**src/rtl/vat_pkg.sv**
```systemverilog
// ----------------------------------------------------------------------------
// vat_pkg: shared types and constants for the voice allocator
// Request and response field widths, status codes and control state encoding.
// ----------------------------------------------------------------------------
package vat_pkg;

   // fixed field widths of the request and response channels
   localparam int CLIP_W  = 8;
   localparam int GAP_W   = 32;
   localparam int NOW_W   = 48;
   localparam int BUSY_W  = 4;
   localparam int VOICE_W = 2;
   localparam int STAT_W  = 2;

   // response status codes
   typedef enum logic [STAT_W-1:0] {
      ST_PLAYED    = 2'd0,
      ST_DISABLED  = 2'd1,
      ST_BAD_ID    = 2'd2,
      ST_THROTTLED = 2'd3
   } status_type;

   // controller states
   typedef enum logic [1:0] {
      S_IDLE,
      S_LOOK,
      S_SCAN
   } ctl_state_type;

endpackage

```
**src/rtl/vat_req_if.sv**
```systemverilog
// ----------------------------------------------------------------------------
// vat_req_if: play request channel
// Valid/ready handshake carrying one play request.
// ----------------------------------------------------------------------------
interface vat_req_if;
   logic                        valid;
   logic                        ready;
   logic [vat_pkg::CLIP_W-1:0]  clip_id;
   logic [vat_pkg::GAP_W-1:0]   min_gap_ms;
   logic [vat_pkg::NOW_W-1:0]   now_ms;
   logic [vat_pkg::BUSY_W-1:0]  voice_busy;

   modport source (output valid, clip_id, min_gap_ms, now_ms, voice_busy, input ready);
   modport sink   (input valid, clip_id, min_gap_ms, now_ms, voice_busy, output ready);
endinterface

```
**src/rtl/vat_rsp_if.sv**
```systemverilog
// ----------------------------------------------------------------------------
// vat_rsp_if: allocation response channel
// Valid/ready handshake carrying the outcome of one play request.
// ----------------------------------------------------------------------------
interface vat_rsp_if;
   logic                        valid;
   logic                        ready;
   logic [vat_pkg::STAT_W-1:0]  status;
   logic [vat_pkg::VOICE_W-1:0] voice;
   logic                        stolen;
   logic [vat_pkg::CLIP_W-1:0]  clip_out;

   modport source (output valid, status, voice, stolen, clip_out, input ready);
   modport sink   (input valid, status, voice, stolen, clip_out, output ready);
endinterface

```
**src/rtl/vat_rr_pick.sv**
```systemverilog
// ----------------------------------------------------------------------------
// vat_rr_pick: round robin idle voice finder
// Finds the first idle voice at or after the start pointer, wrapping around.
// ----------------------------------------------------------------------------
module vat_rr_pick #(
   parameter int VOICES = 4,
   localparam int VIDX_W = $clog2(VOICES)
) (
   input  logic [VIDX_W-1:0]          start,
   input  logic [vat_pkg::BUSY_W-1:0] busy,
   output logic                       found,
   output logic [VIDX_W-1:0]          idx
);

   localparam int BUSY_N = (VOICES < vat_pkg::BUSY_W) ? VOICES : vat_pkg::BUSY_W;

   // voices beyond the busy field are always idle
   logic [VOICES-1:0] busy_ext;

   always_comb begin
      busy_ext = '0;
      for (int j = 0; j < BUSY_N; j++) begin
         busy_ext[j] = busy[j];
      end
   end

   // walk from the far end so the closest idle voice wins
   always_comb begin
      logic [VIDX_W:0]   sum;
      logic [VIDX_W-1:0] v;
      found = 1'b0;
      idx   = '0;
      for (int i = VOICES - 1; i >= 0; i--) begin
         sum = {1'b0, start} + (VIDX_W+1)'(i);
         if (sum >= (VIDX_W+1)'(VOICES)) begin
            sum = sum - (VIDX_W+1)'(VOICES);
         end
         v = sum[VIDX_W-1:0];
         if (!busy_ext[v]) begin
            found = 1'b1;
            idx   = v;
         end
      end
   end

endmodule

```
**src/rtl/voice_allocator_with_throttle.sv**
```systemverilog
// ----------------------------------------------------------------------------
// voice_allocator_with_throttle: play request voice allocator
// Rejects disabled, bad-id and throttled requests; picks a voice round robin
// or steals the oldest one; returns one response per request.
// ----------------------------------------------------------------------------
// One request is handled at a time. The accept cycle reads the clip's
// last-played time from the clip memory, the next cycle checks the throttle
// and picks an idle voice. When every voice is busy, the oldest start time is
// found by reading the voice memory one entry per cycle. A response waits in
// an output register, so the next request is taken while it is still pending;
// a request finishes only once that register is free. Last-played and start
// times come up as zero after reset through per-entry valid flags, so no
// clearing pass is needed.
// ----------------------------------------------------------------------------
module voice_allocator_with_throttle #(
   parameter int VOICES    = 4,
   parameter int CLIPS     = 16,
   parameter int TIME_BITS = 48
) (
   input  logic       clock,
   input  logic       reset,
   vat_req_if.sink    req_if,
   vat_rsp_if.source  rsp_if,
   input  logic       csr_wr_en,
   input  logic       csr_wr_data
);

   localparam int VIDX_W = $clog2(VOICES);
   localparam int CIDX_W = (CLIPS > 1) ? $clog2(CLIPS) : 1;

   // control and request registers
   vat_pkg::ctl_state_type      state_ff, state_in;
   logic                        enabled_ff;
   logic [vat_pkg::CLIP_W-1:0]  clip_ff;
   logic [vat_pkg::GAP_W-1:0]   gap_ff;
   logic [TIME_BITS-1:0]        now_ff;
   logic [vat_pkg::BUSY_W-1:0]  busy_ff;
   logic [VIDX_W-1:0]           next_voice_ff;
   logic [VIDX_W-1:0]           scan_idx_ff, scan_idx_in;
   logic [TIME_BITS-1:0]        best_time_ff, best_time_in;
   logic [VIDX_W-1:0]           best_idx_ff, best_idx_in;

   // clip last-played memory
   logic [TIME_BITS-1:0]        clip_mem [CLIPS];
   logic [TIME_BITS-1:0]        clip_q_ff;
   logic [CLIPS-1:0]            clip_vld_ff;

   // voice start-time memory
   logic [TIME_BITS-1:0]        voice_mem [VOICES];
   logic [TIME_BITS-1:0]        voice_q_ff;
   logic [VOICES-1:0]           voice_vld_ff;
   logic [VIDX_W-1:0]           voice_raddr_ff, voice_raddr_in;
   logic                        voice_rd_en;

   // response register
   logic                        rsp_vld_ff;
   vat_pkg::status_type         rsp_status_ff;
   logic [vat_pkg::VOICE_W-1:0] rsp_voice_ff;
   logic                        rsp_stolen_ff;
   logic [vat_pkg::CLIP_W-1:0]  rsp_clip_ff;

   logic                        accept;
   logic                        rsp_free;
   logic                        id_ok;
   logic [CIDX_W-1:0]           clip_idx;
   logic [TIME_BITS-1:0]        last_time;
   logic [TIME_BITS-1:0]        since_last;
   logic                        throttled;
   vat_pkg::status_type         check_status;
   logic                        rr_found;
   logic [VIDX_W-1:0]           rr_idx;
   logic [TIME_BITS-1:0]        voice_val;
   logic                        older;
   logic                        finish;
   vat_pkg::status_type         fin_status;
   logic [VIDX_W-1:0]           fin_pick;
   logic                        fin_stolen;

   assign accept   = req_if.valid && req_if.ready;
   assign rsp_free = !rsp_vld_ff || rsp_if.ready;

   // enable register
   always_ff @(posedge clock) begin
      if (reset) begin
         enabled_ff <= 1'b0;
      end else if (csr_wr_en) begin
         enabled_ff <= csr_wr_data;
      end
   end

   // capture request fields
   always_ff @(posedge clock) begin
      if (accept) begin
         clip_ff <= req_if.clip_id;
         gap_ff  <= req_if.min_gap_ms;
         now_ff  <= TIME_BITS'(req_if.now_ms);
         busy_ff <= req_if.voice_busy;
      end
   end

   // throttle check against the last-played time read at accept
   assign id_ok      = {1'b0, clip_ff} < (vat_pkg::CLIP_W+1)'(CLIPS);
   assign clip_idx   = clip_ff[CIDX_W-1:0];
   assign last_time  = (id_ok && clip_vld_ff[clip_idx]) ? clip_q_ff : '0;
   assign since_last = now_ff - last_time;
   assign throttled  = (last_time != '0) && (since_last < TIME_BITS'(gap_ff));

   always_comb begin
      priority if (!enabled_ff) begin
         check_status = vat_pkg::ST_DISABLED;
      end else if (!id_ok) begin
         check_status = vat_pkg::ST_BAD_ID;
      end else if (throttled) begin
         check_status = vat_pkg::ST_THROTTLED;
      end else begin
         check_status = vat_pkg::ST_PLAYED;
      end
   end

   // round robin search for an idle voice
   vat_rr_pick #(
      .VOICES (VOICES)
   ) u_rr_pick (
      .start (next_voice_ff),
      .busy  (busy_ff),
      .found (rr_found),
      .idx   (rr_idx)
   );

   // oldest-start scan compare
   assign voice_val = voice_vld_ff[voice_raddr_ff] ? voice_q_ff : '0;
   assign older     = voice_val < best_time_ff;

   // controller: next state and per-cycle controls
   always_comb begin
      state_in       = state_ff;
      req_if.ready   = 1'b0;
      finish         = 1'b0;
      fin_status     = check_status;
      fin_pick       = rr_idx;
      fin_stolen     = 1'b0;
      voice_rd_en    = 1'b0;
      voice_raddr_in = '0;
      scan_idx_in    = scan_idx_ff;
      best_time_in   = best_time_ff;
      best_idx_in    = best_idx_ff;
      unique case (state_ff)
         vat_pkg::S_IDLE: begin
            req_if.ready = 1'b1;
            // prime the voice memory with entry zero for a possible scan
            voice_rd_en  = accept;
            if (accept) begin
               state_in = vat_pkg::S_LOOK;
            end
         end
         vat_pkg::S_LOOK: begin
            if (check_status != vat_pkg::ST_PLAYED || rr_found) begin
               if (rsp_free) begin
                  finish   = 1'b1;
                  state_in = vat_pkg::S_IDLE;
               end
            end else begin
               // all voices busy: start the oldest search at entry one
               best_time_in   = voice_val;
               best_idx_in    = '0;
               scan_idx_in    = VIDX_W'(1);
               voice_rd_en    = 1'b1;
               voice_raddr_in = VIDX_W'(1);
               state_in       = vat_pkg::S_SCAN;
            end
         end
         vat_pkg::S_SCAN: begin
            fin_status = vat_pkg::ST_PLAYED;
            fin_pick   = older ? scan_idx_ff : best_idx_ff;
            fin_stolen = 1'b1;
            if (scan_idx_ff == VIDX_W'(VOICES - 1)) begin
               if (rsp_free) begin
                  finish   = 1'b1;
                  state_in = vat_pkg::S_IDLE;
               end
            end else begin
               best_time_in   = older ? voice_val : best_time_ff;
               best_idx_in    = fin_pick;
               scan_idx_in    = scan_idx_ff + 1'b1;
               voice_rd_en    = 1'b1;
               voice_raddr_in = scan_idx_ff + 1'b1;
            end
         end
         default: begin
            state_in = vat_pkg::S_IDLE;
         end
      endcase
   end

   // state register
   always_ff @(posedge clock) begin
      if (reset) begin
         state_ff <= vat_pkg::S_IDLE;
      end else begin
         state_ff <= state_in;
      end
   end

   // scan registers
   always_ff @(posedge clock) begin
      scan_idx_ff  <= scan_idx_in;
      best_time_ff <= best_time_in;
      best_idx_ff  <= best_idx_in;
   end

   // clip memory: read at accept, write back on a played request
   // (write lands before the next accept, so no forwarding is needed)
   always_ff @(posedge clock) begin
      if (accept) begin
         clip_q_ff <= clip_mem[req_if.clip_id[CIDX_W-1:0]];
      end
      if (finish && fin_status == vat_pkg::ST_PLAYED) begin
         clip_mem[clip_idx] <= now_ff;
      end
   end

   always_ff @(posedge clock) begin
      if (reset) begin
         clip_vld_ff <= '0;
      end else if (finish && fin_status == vat_pkg::ST_PLAYED) begin
         clip_vld_ff[clip_idx] <= 1'b1;
      end
   end

   // voice memory: one read per cycle during the scan, write on play
   always_ff @(posedge clock) begin
      if (voice_rd_en) begin
         voice_q_ff     <= voice_mem[voice_raddr_in];
         voice_raddr_ff <= voice_raddr_in;
      end
      if (finish && fin_status == vat_pkg::ST_PLAYED) begin
         voice_mem[fin_pick] <= now_ff;
      end
   end

   always_ff @(posedge clock) begin
      if (reset) begin
         voice_vld_ff  <= '0;
         next_voice_ff <= '0;
      end else if (finish && fin_status == vat_pkg::ST_PLAYED) begin
         voice_vld_ff[fin_pick] <= 1'b1;
         next_voice_ff <= (fin_pick == VIDX_W'(VOICES - 1)) ? '0 : fin_pick + 1'b1;
      end
   end

   // response register
   always_ff @(posedge clock) begin
      if (reset) begin
         rsp_vld_ff <= 1'b0;
      end else if (finish) begin
         rsp_vld_ff <= 1'b1;
      end else if (rsp_if.ready) begin
         rsp_vld_ff <= 1'b0;
      end
   end

   always_ff @(posedge clock) begin
      if (finish) begin
         rsp_status_ff <= fin_status;
         rsp_clip_ff   <= clip_ff;
         if (fin_status == vat_pkg::ST_PLAYED) begin
            rsp_voice_ff  <= vat_pkg::VOICE_W'(fin_pick);
            rsp_stolen_ff <= fin_stolen;
         end else begin
            rsp_voice_ff  <= '0;
            rsp_stolen_ff <= 1'b0;
         end
      end
   end

   assign rsp_if.valid    = rsp_vld_ff;
   assign rsp_if.status   = rsp_status_ff;
   assign rsp_if.voice    = rsp_voice_ff;
   assign rsp_if.stolen   = rsp_stolen_ff;
   assign rsp_if.clip_out = rsp_clip_ff;

endmodule

```
**src/flat_wrapper.sv**
```systemverilog
// flat-port wrapper written by rule: the top's interface ports become plain ports
module voice_allocator_with_throttle_flat 
#(
   parameter int VOICES    = 4,
   parameter int CLIPS     = 16,
   parameter int TIME_BITS = 48
)
  (clock, reset, csr_wr_en, csr_wr_data, req_if_valid, req_if_clip_id, req_if_min_gap_ms, req_if_now_ms, req_if_voice_busy, req_if_ready, rsp_if_valid, rsp_if_status, rsp_if_voice, rsp_if_stolen, rsp_if_clip_out, rsp_if_ready);
  vat_req_if req_if_i ();
  vat_rsp_if rsp_if_i ();
  input  logic clock;
  input  logic reset;
  input  logic csr_wr_en;
  input  logic csr_wr_data;
  input wire logic [$bits(req_if_i.valid)-1:0] req_if_valid;
  input wire logic [$bits(req_if_i.clip_id)-1:0] req_if_clip_id;
  input wire logic [$bits(req_if_i.min_gap_ms)-1:0] req_if_min_gap_ms;
  input wire logic [$bits(req_if_i.now_ms)-1:0] req_if_now_ms;
  input wire logic [$bits(req_if_i.voice_busy)-1:0] req_if_voice_busy;
  output wire logic [$bits(req_if_i.ready)-1:0] req_if_ready;
  output wire logic [$bits(rsp_if_i.valid)-1:0] rsp_if_valid;
  output wire logic [$bits(rsp_if_i.status)-1:0] rsp_if_status;
  output wire logic [$bits(rsp_if_i.voice)-1:0] rsp_if_voice;
  output wire logic [$bits(rsp_if_i.stolen)-1:0] rsp_if_stolen;
  output wire logic [$bits(rsp_if_i.clip_out)-1:0] rsp_if_clip_out;
  input wire logic [$bits(rsp_if_i.ready)-1:0] rsp_if_ready;
  assign req_if_i.valid = req_if_valid;
  assign req_if_i.clip_id = req_if_clip_id;
  assign req_if_i.min_gap_ms = req_if_min_gap_ms;
  assign req_if_i.now_ms = req_if_now_ms;
  assign req_if_i.voice_busy = req_if_voice_busy;
  assign req_if_ready = req_if_i.ready;
  assign rsp_if_valid = rsp_if_i.valid;
  assign rsp_if_status = rsp_if_i.status;
  assign rsp_if_voice = rsp_if_i.voice;
  assign rsp_if_stolen = rsp_if_i.stolen;
  assign rsp_if_clip_out = rsp_if_i.clip_out;
  assign rsp_if_i.ready = rsp_if_ready;
  voice_allocator_with_throttle #(.VOICES(VOICES), .CLIPS(CLIPS), .TIME_BITS(TIME_BITS)) u_core (.clock(clock), .reset(reset), .req_if(req_if_i), .rsp_if(rsp_if_i), .csr_wr_en(csr_wr_en), .csr_wr_data(csr_wr_data));
endmodule
```
**config.mk**
```make
export PLATFORM = sky130hd
export DESIGN_NAME = voice_allocator_with_throttle_flat
export DESIGN_NICKNAME = d
export VERILOG_FILES = /design/src/rtl/vat_pkg.sv /design/src/rtl/vat_req_if.sv /design/src/rtl/vat_rsp_if.sv /design/src/rtl/vat_rr_pick.sv /design/src/rtl/voice_allocator_with_throttle.sv /design/src/flat_wrapper.sv
export SDC_FILE = /design/constraint.sdc
export NUM_CORES = 1
export LEC_CHECK = 0
export ABC_CLOCK_PERIOD_IN_PS = 13860
export BUFFER_PORTS_ARGS = -buffer_cell sky130_fd_sc_hd__clkbuf_2
export CAP_MARGIN = 30
export CORE_UTILIZATION = 30
export CTS_BUF_LIST = sky130_fd_sc_hd__clkbuf_4 sky130_fd_sc_hd__clkbuf_8 sky130_fd_sc_hd__clkbuf_16
export CTS_CLUSTER_DIAMETER = 150
export DETAILED_ROUTE_END_ITERATION = 10
export GPL_ROUTABILITY_DRIVEN = 0
export GPL_TIMING_DRIVEN = 0
export PLACE_DENSITY = 0.52
export SLEW_MARGIN = 20
export SYNTH_ARGS = -nofsm -noshare
export SYNTH_HDL_FRONTEND = slang
export SYNTH_SLANG_ARGS = --single-unit
```
**constraint.sdc**
```tcl
create_clock -name clock -period 13.86 [get_ports clock]
set_input_delay 2.079 -clock clock [delete_from_list [all_inputs] [get_ports clock]]
set_output_delay 2.079 -clock clock [all_outputs]
set_load 0.005 [all_outputs]
```
==> impl_results.md, run 1 <==
* Worst skew pair latency at 0.79 ns
* Port Buffer Count at 111
* CTS H-tree lvls at 4
* Fin. max-slew vios at 0
* Area growth, synth to finish at 18.43%
* Adder-Cell Fraction of Synth Area at 3.223%
* First-pass GRT wire length at 207900 microns
* Vias in the first global route at 30290
* Synth area leaders: edfxtp_1 (69%), mux4_2 (10%), ha_1 (3.2%), mux2i_1 (1.9%), nand2_1 (1.6%)
* DRC Markers at 0
* Async SR Flop Fraction at 0%
* Total vias in the final route at 29710
* Total grt overflow at 0
* Synth Instances at 3135
* Unrepaired setup endpoints after global routing: false
* Placement Setup Slack at 4.310 ns
* Multiplexer share of the synthesized area at 12.31%
* Drt wl/cell at 23.66 microns
* Yosys reg bits at 1241
* Fmax at 103.0 MHz
* Initial antenna violation count at 10
* Post-CTS setup buffers at 0
* Maxcap violations at 0
* Placement Rows at 153
* Core area at 174800 sq um
* Crit-path slowest cell: o22ai_1
* Post-synthesis simple-gate area fraction at 6.915%
* TritonCTS clock tree: done
* Setup violators final at 0
* Outcome: complete, no violations
* Post-synth EDFFs at 1215
* Nets at 3792
* Maximum number of pins on one net before global-route repair at 86
* Post-Syn Area at 53040 sq um
* CTS buffer count at 134
* Die area at 178500 sq um
* DP HPWL at 103400 microns
* Worst EP required at 14.41 ns
* Yosys top cell area share at 68.79%
* Multi-input logic area at 15100 sq um
* Die width at 422.5 microns
* Storage cell area at 37010 sq um
* Syn_nets at 3369
* Largest family of logic cells by synthesized area: multiplexers
* I/O pin cnt at 113
* Hold_ws at 0.4448 ns
* Worst Path Max Fanout at 10
* CTS sink cnt at 1241
* Setup crit start kind: register
* Setup TNS at 0 ns
* Starting Density at 30.34%
* Synth Area in XOR/XNOR at 0.5450%
* Most common cell after layout, fill and taps aside: edfxtp_1
* Library cells used by synthesis at 81
* Crit path DAT at 10.26 ns
* Final wirelength at 141800 microns
* Largest area contributor in the netlist: edfxtp_1
* Avg Cell Area, Syn at 16.92 sq um
* WHS Path Cells at 2
* Total chip power at 8.262 mW
* Least-Margin Pin Slew at 1.042 ns
* Post-synth top flop: edfxtp_1
* Most frequent cells in the layout: edfxtp_1 (1215), mux4_2 (243), nand2_1 (223)
* Setup CP Type: reg -> reg
* Clock skew at 0.04897 ns
* PwrDens at 131.5 nW/um^2
* Setup WS post-layout at 4.147 ns
* Leakage at 21.29 nW
* Tmin final at 9.713 ns
* Routed Antenna Nets at 0
* Chip height at 422.5 microns
* DRT iter0 DRCs at 2610
* Fill cells at 16350
* CP Capture Type: register
* Layout cell share with drive strength beyond 1 at 23.80%
* Vias/cell at 4.958
* Router iterations before antenna repair at 6
* Synthesis warning total at 0
* Seq/Total Area, Yosys at 69.77%
* Clk buf depth at 3
* Fin. Hold Viols at 0
* Worst R2R Path Depth at 33
* Root Driver: clkbuf_16
* Period Utilization, post-route at 70.08%
* Slew HR at 30.52%
* Total GRT Usage at 15.84%
* Clock Pin Slew Worst Setup and Hold Paths at 0.06 ns
* Synth Area in Compound Gates at 5.263%
* Final Util at 35.94%
* Slowest stage delay, CP at 0.83 ns
* Hold_buf cts at 0
* Max VDD drop at 0.08890 mV
* HP Class: reg -> reg
* Post_cts resized at 0
-- critical path, delay by kind of cell (launching register included) --
kind	cells	cell delay, ns
fa+ha+maj	3	0.95
buf+inv	8	1.92
simple gates	6	2.15
flops	1	0.42
compound gates	15	3.76
xor+xnor	1	0.23
-- state kept, by name, indices dropped and copies added (netlist names) --
signal,cells
u_core.voice_q_ff,48
u_core.voice_mem,192
u_core.gap_ff,32
u_core.state_ff,2
u_core.voice_raddr_ff,2
u_core.rsp_if.voice,2
u_core.clip_mem,768
u_core.rsp_if.stolen,1
u_core.rsp_if.valid,1
u_core.now_ff,48
u_core.best_time_ff,48
u_core.clip_ff,8
u_core.rsp_if.clip_out,8
u_core.scan_idx_ff,2
u_core.rsp_if.status,2
u_core.next_voice_ff,2
u_core.clip_q_ff,48
u_core.busy_ff,4
u_core.best_idx_ff,2
u_core.enabled_ff,1
u_core.clip_vld_ff,16
u_core.voice_vld_ff,4
-- final cells by class --
type | count | area share (%)
flip-flops and latches | 1241 | 58.92
multi-input cells | 1633 | 24.04
clock buffers | 165 | 5.709
well taps | 2325 | 4.631
repair buffers | 287 | 3.731
clock inverters | 77 | 1.261
plain buffers | 150 | 1.004
inverters | 111 | 0.6912
diodes | 4 | 0.01594
-- kinds of logic (layout without fill, tap and decap cells) --
kind of cell,after synthesis,in the layout
other,0,4
AOI/OAI and AO/OA,433,433
muxes,348,348
DFF,1241,1241
and+or+nand+nor,683,683
buffers and inverters,261,790
adders and majority gates,136,136
xor gates and xnor gates,33,33
-- per-layer routing --
metal | vias to the layer above | wire, microns | track usage, %
li1 | 13350 | - | -
met3 | 187 | 7319 | 2.451
met5 | - | 0 | 0
met1 | 15350 | 61040 | 21.07
met4 | 0 | 3001 | 4.263
met2 | 831 | 70450 | 26.81
-- synthesized netlist by cell type (all sizes together), types with 6 or more instances --
cell    instances
or2             8
nor3b          52
and3           10
a221oi          6
nand2b         28
mux2i         100
nor3           81
nor4           27
a211oi         10
xor2           16
clkbuf        100
and2           59
dfxtp          26
o21a           15
o21ai          68
inv           111
a21oi         148
a31oi          55
mux4          243
nor2          120
nand2         223
ha            135
buf            50
edfxtp       1215
o21bai         11
nand4          34
a21o           39
a21boi          7
o211ai         12
nand3          20
a22oi           6
xnor2          17
o41ai          18
-- final timing paths --
kind / from / to / slack (ns)
hold / removal: u_core.voice_vld_ff[2]$_SDFFE_PP0P_ / u_core.voice_vld_ff[2]$_SDFFE_PP0P_ / 0.44
hold reg to reg: u_core.voice_vld_ff[2]$_SDFFE_PP0P_ / u_core.voice_vld_ff[2]$_SDFFE_PP0P_ / 0.44
setup / recovery: u_core.clip_ff[7]$_DFFE_PP_ / u_core.clip_mem[6][37]$_DFFE_PP_ / 4.15
setup reg to reg: u_core.clip_ff[7]$_DFFE_PP_ / u_core.clip_mem[6][37]$_DFFE_PP_ / 4.15
-- per-stage QoR --
stage | cells | cell area [sq um]
CTS | 5968 | 62520
finish | 5993 | 62810
floorplan | 3135 | 53040
detailed placement | 5726 | 58140
global placement | 5571 | 56500
global route | 5990 | 62800
-- power breakdown --
group | switching (mW) | leakage (nW) | internal, mW
clock network | 1.50 | 2.17 | 2.03
registers | 0.0805 | 11.3 | 4.18
logic | 0.275 | 7.84 | 0.189
Note: power is estimated with default switching activity, not from simulation.
==> run 2: changes to the inputs <==
- ABC_AREA: unset -> 1
- ABC_CLOCK_PERIOD_IN_PS: 13860 -> 8500
- PLACE_DENSITY: 0.52 -> 0.54
- clock period: 13.86 -> 8.5 ns (I/O delays scaled with it)
==> impl_results.md, run 2 <==
* Fin. max-slew vios at 0 (unchanged)
* Leakage at 24.63 nW (+16%)
* DP HPWL at 122800 microns (+19%)
* Clock share of power at 42.5% (-0.3 points)
* DRT iter0 DRCs at 3548 (+36%)
* Synth Instances at 4510 (+44%)
* Library cells used by synthesis at 54 (-33%)
* Fin. Hold Viols at 0 (unchanged)
* Die width at 427.8 microns (+1.3%)
* Max VDD drop at 0.1946 mV (+120%)
* Setup crit start kind: register
* CP Capture Type: register
* Post-synth top flop: edfxtp_1
* Slowest stage delay, CP at 0.62 ns (-0.21 ns)
* Setup CP Type: reg -> reg
* Least-Margin Pin Slew at 1.068 ns (+0.02613 ns)
* Clk buf depth at 3 (unchanged)
* Seq/Total Area, Yosys at 68.04% (-1.7 points)
* Most common cell in the netlist: edfxtp_1
* Multiplexer share of the synthesized area at 3.534% (-8.8 points)
* Fmax at 126.8 MHz (+23%)
* Post-Syn Area at 54390 sq um (+2.6%)
* Worst Path Max Fanout at 27 (+17)
* Maximum number of pins on one net before global-route repair at 76 (-12%)
* Worst EP required at 8.95 ns (-5.46 ns)
* Starting Density at 30.35% (about the same)
* Net Sw Frac at 24.36% (+1.9 points)
* DRC Markers at 0 (unchanged)
* Worst skew pair latency at 0.80 ns (about the same)
* Vias/cell at 4.893 (-1.3%)
* Outcome: complete, no violations
* First-pass GRT wire length at 245700 microns (+18%)
* Avg Cell Area, Syn at 12.06 sq um (-29%)
* TritonCTS clock tree: done
* PwrDens at 217.2 nW/um^2 (+65%)
* Final wirelength at 173600 microns (+22%)
* Hold_ws at 0.4513 ns (+0.006499 ns)
* Synth Area in Compound Gates at 8.956% (+3.7 points)
* Post-synthesis simple-gate area fraction at 9.644% (+2.7 points)
* Most common cell after layout, fill and taps aside: edfxtp_1
* Total GRT Usage at 18.82% (+3.0 points)
* Nets at 5098 (+34%)
* Total chip power at 14.00 mW (+69%)
* Chip height at 427.8 microns (+1.3%)
* Post_cts resized at 0 (unchanged)
* Slew HR at 28.78% (-1.7 points)
* Placement Rows at 155 (+1.3%)
* Core area at 179200 sq um (+2.5%)
* Synth Area in XOR/XNOR at 0.5153% (-0.030 points)
* Internal power at 10.59 mW (+65%)
* Period Utilization, post-route at 92.78% (+23 points)
* Setup TNS at 0 ns (unchanged)
* I/O pin cnt at 113 (unchanged)
* HP Class: reg -> reg
* Yosys reg bits at 1241 (unchanged)
* Most frequent CP cell: nand2_1
* Reg power frac at 49.8% (-1.8 points)
* Syn_nets at 4744 (+41%)
* Root Driver: clkbuf_16
* Max reg flops at 768 (unchanged)
* Clock skew at 0.07087 ns (+0.02190 ns)
* Non-Filler Instances at 7332 (+22%)
* Adder-Cell Fraction of Synth Area at 3.142% (-0.080 points)
* Total vias in the final route at 35880 (+21%)
* Maxcap violations at 0 (unchanged)
* Unrepaired setup endpoints after global routing: false
* Crit path DAT at 8.34 ns (-1.92 ns)
* Initial antenna violation count at 9 (-1)
* Largest family of logic cells by synthesized area: simple AND/OR/NAND/NOR gates
* Most frequent cells in the layout: edfxtp_1 (1215), inv_1 (646), nand2_1 (632)
* Largest area contributor in the netlist: edfxtp_1
* Combinational share of power at 7.7% (+2.1 points)
* Vias in the first global route at 34540 (+14%)
* Most common library cells after synthesis: edfxtp_1 (1215), inv_1 (666), nand2_1 (632)
* Async SR Flop Fraction at 0% (unchanged)
* Synth area leaders: edfxtp_1 (67%), inv_1 (4.6%), nand2_1 (4.4%), mux2i_1 (3.5%), ha_1 (3.1%)
* Post-CTS setup buffers at 0 (unchanged)
* Post-synth EDFFs at 1215 (unchanged)
* Biggest register: u_core.clip_mem
* Total grt overflow at 0 (unchanged)
* Drt wl/cell at 23.68 microns (about the same)
* Hold_buf cts at 0 (unchanged)
* Port Buffer Count at 111 (unchanged)
* Dpl cells at 7070 (+23%)
* Router iterations before antenna repair at 6 (unchanged)
* P_sw at 3.410 mW (+83%)
* Crit-path slowest cell: edfxtp_1
* Routed Antenna Nets at 0 (unchanged)
* Yosys top cell area share at 67.08% (-1.7 points)
* Worst R2R Path Depth at 39 (+18%)
* Biggest regs: u_core.clip_mem: 768 flops, u_core.voice_mem: 192 flops
* CTS buffer count at 141 (+5.2%)
* Clock Pin Slew Worst Setup and Hold Paths at 0.06 ns (about the same)
* Layout cell share with drive strength beyond 1 at 10.48% (-13 points)
* CTS sink cnt at 1241 (unchanged)
* Setup violators final at 0 (unchanged)
* Area growth, synth to finish at 18.50% (about the same)
* Tmin final at 7.886 ns (-1.827 ns)
* Synthesis warning total at 0 (unchanged)
* Die area at 183000 sq um (+2.5%)
* WHS Path Cells at 0 (-2)
* CTS H-tree lvls at 4 (unchanged)
[run 2: cell types whose count changed after synthesis, moves of 72 or more]
cell	change
mux4_2	-243
nor2_1	+81
o21ai_0	+223
nand3_1	+227
mux2i_1	+92
nor3_1	-72
o211ai_1	+184
nand2_1	+409
a21oi_1	+158
inv_1	+555
[run 2: final timing paths]
check,end,from,slack (ns)
max,u_core.clip_mem[14][10]$_DFFE_PP_,u_core.clip_ff[0]$_DFFE_PP_,0.61
min,u_core.rsp_if.clip_out[7]$_DFFE_PP_,u_core.clip_ff[7]$_DFFE_PP_,0.45
max reg2reg,u_core.clip_mem[14][10]$_DFFE_PP_,u_core.clip_ff[0]$_DFFE_PP_,0.61
min reg2reg,u_core.rsp_if.clip_out[7]$_DFFE_PP_,u_core.clip_ff[7]$_DFFE_PP_,0.45
[run 2: metal layers]
metal	part of all wire [%]	global-route usage (%)	wire length (microns)
met1	44	25.90	76320
met2	46	29.87	79520
met3	7.4	3.574	12930
met4	2.8	5.943	4841
met5	0.017	0	29
[run 2: logic make-up (layout without fill, tap and decap cells)]
| group | count (synthesis) | after routing |
|---|---|---|
| buffers and inverters | 866 | 1326 |
| multiplexers | 192 | 192 |
| XOR/XNOR | 32 | 32 |
| flip-flops | 1241 | 1241 |
| AO/OA/AOI/OAI | 842 | 842 |
| adder cells (fa/ha/maj) | 136 | 136 |
| AND/OR/NAND/NOR | 1201 | 1201 |
| other | 0 | 7 |
[run 2: worst max-delay path, delay by kind of cell (launching register included)]
kind | cells | cell delay [ns]
and+or+nand+nor | 24 | 3.11
DFF | 1 | 0.62
AOI/OAI and AO/OA | 3 | 0.84
adders and majority gates | 2 | 0.72
buffers and inverters | 9 | 1.95
xor gates and xnor gates | 1 | 0.23
[run 2: layout make-up]
cell class | count | area [sq um]
multi-input cells | 2403 | 14060
inverters | 667 | 2554
clock inverters | 74 | 678.2
well taps | 2355 | 2947
repair buffers | 212 | 2494
flip-flops and latches | 1241 | 37010
plain buffers | 198 | 849.6
fillers | 17420 | 114700
diodes | 7 | 17.52
clock buffers | 175 | 3842
[run 2: power groups by stage]
stage,sequential [mW],clock [mW],combinational [mW]
floorplan,7.06,0,0.534
global placement,7.22,0,0.856
detailed placement,7.10,0,1.06
CTS,6.97,6.07,1.07
global route,6.98,6.29,1.17
finish,6.97,5.95,1.07
[run 2: stage by stage]
stage	worst slack (ns)	utilization (%)	area, sq um
6_report	0.6136	35.97	64450
5_1_grt	0.02899	35.96	64440
4_1_cts	0.2522	35.89	64320
3_5_place_dp	0.2876	33.37	59800
3_3_place_gp	-5.041	32.31	57900
2_1_floorplan	0.7313	-	54390
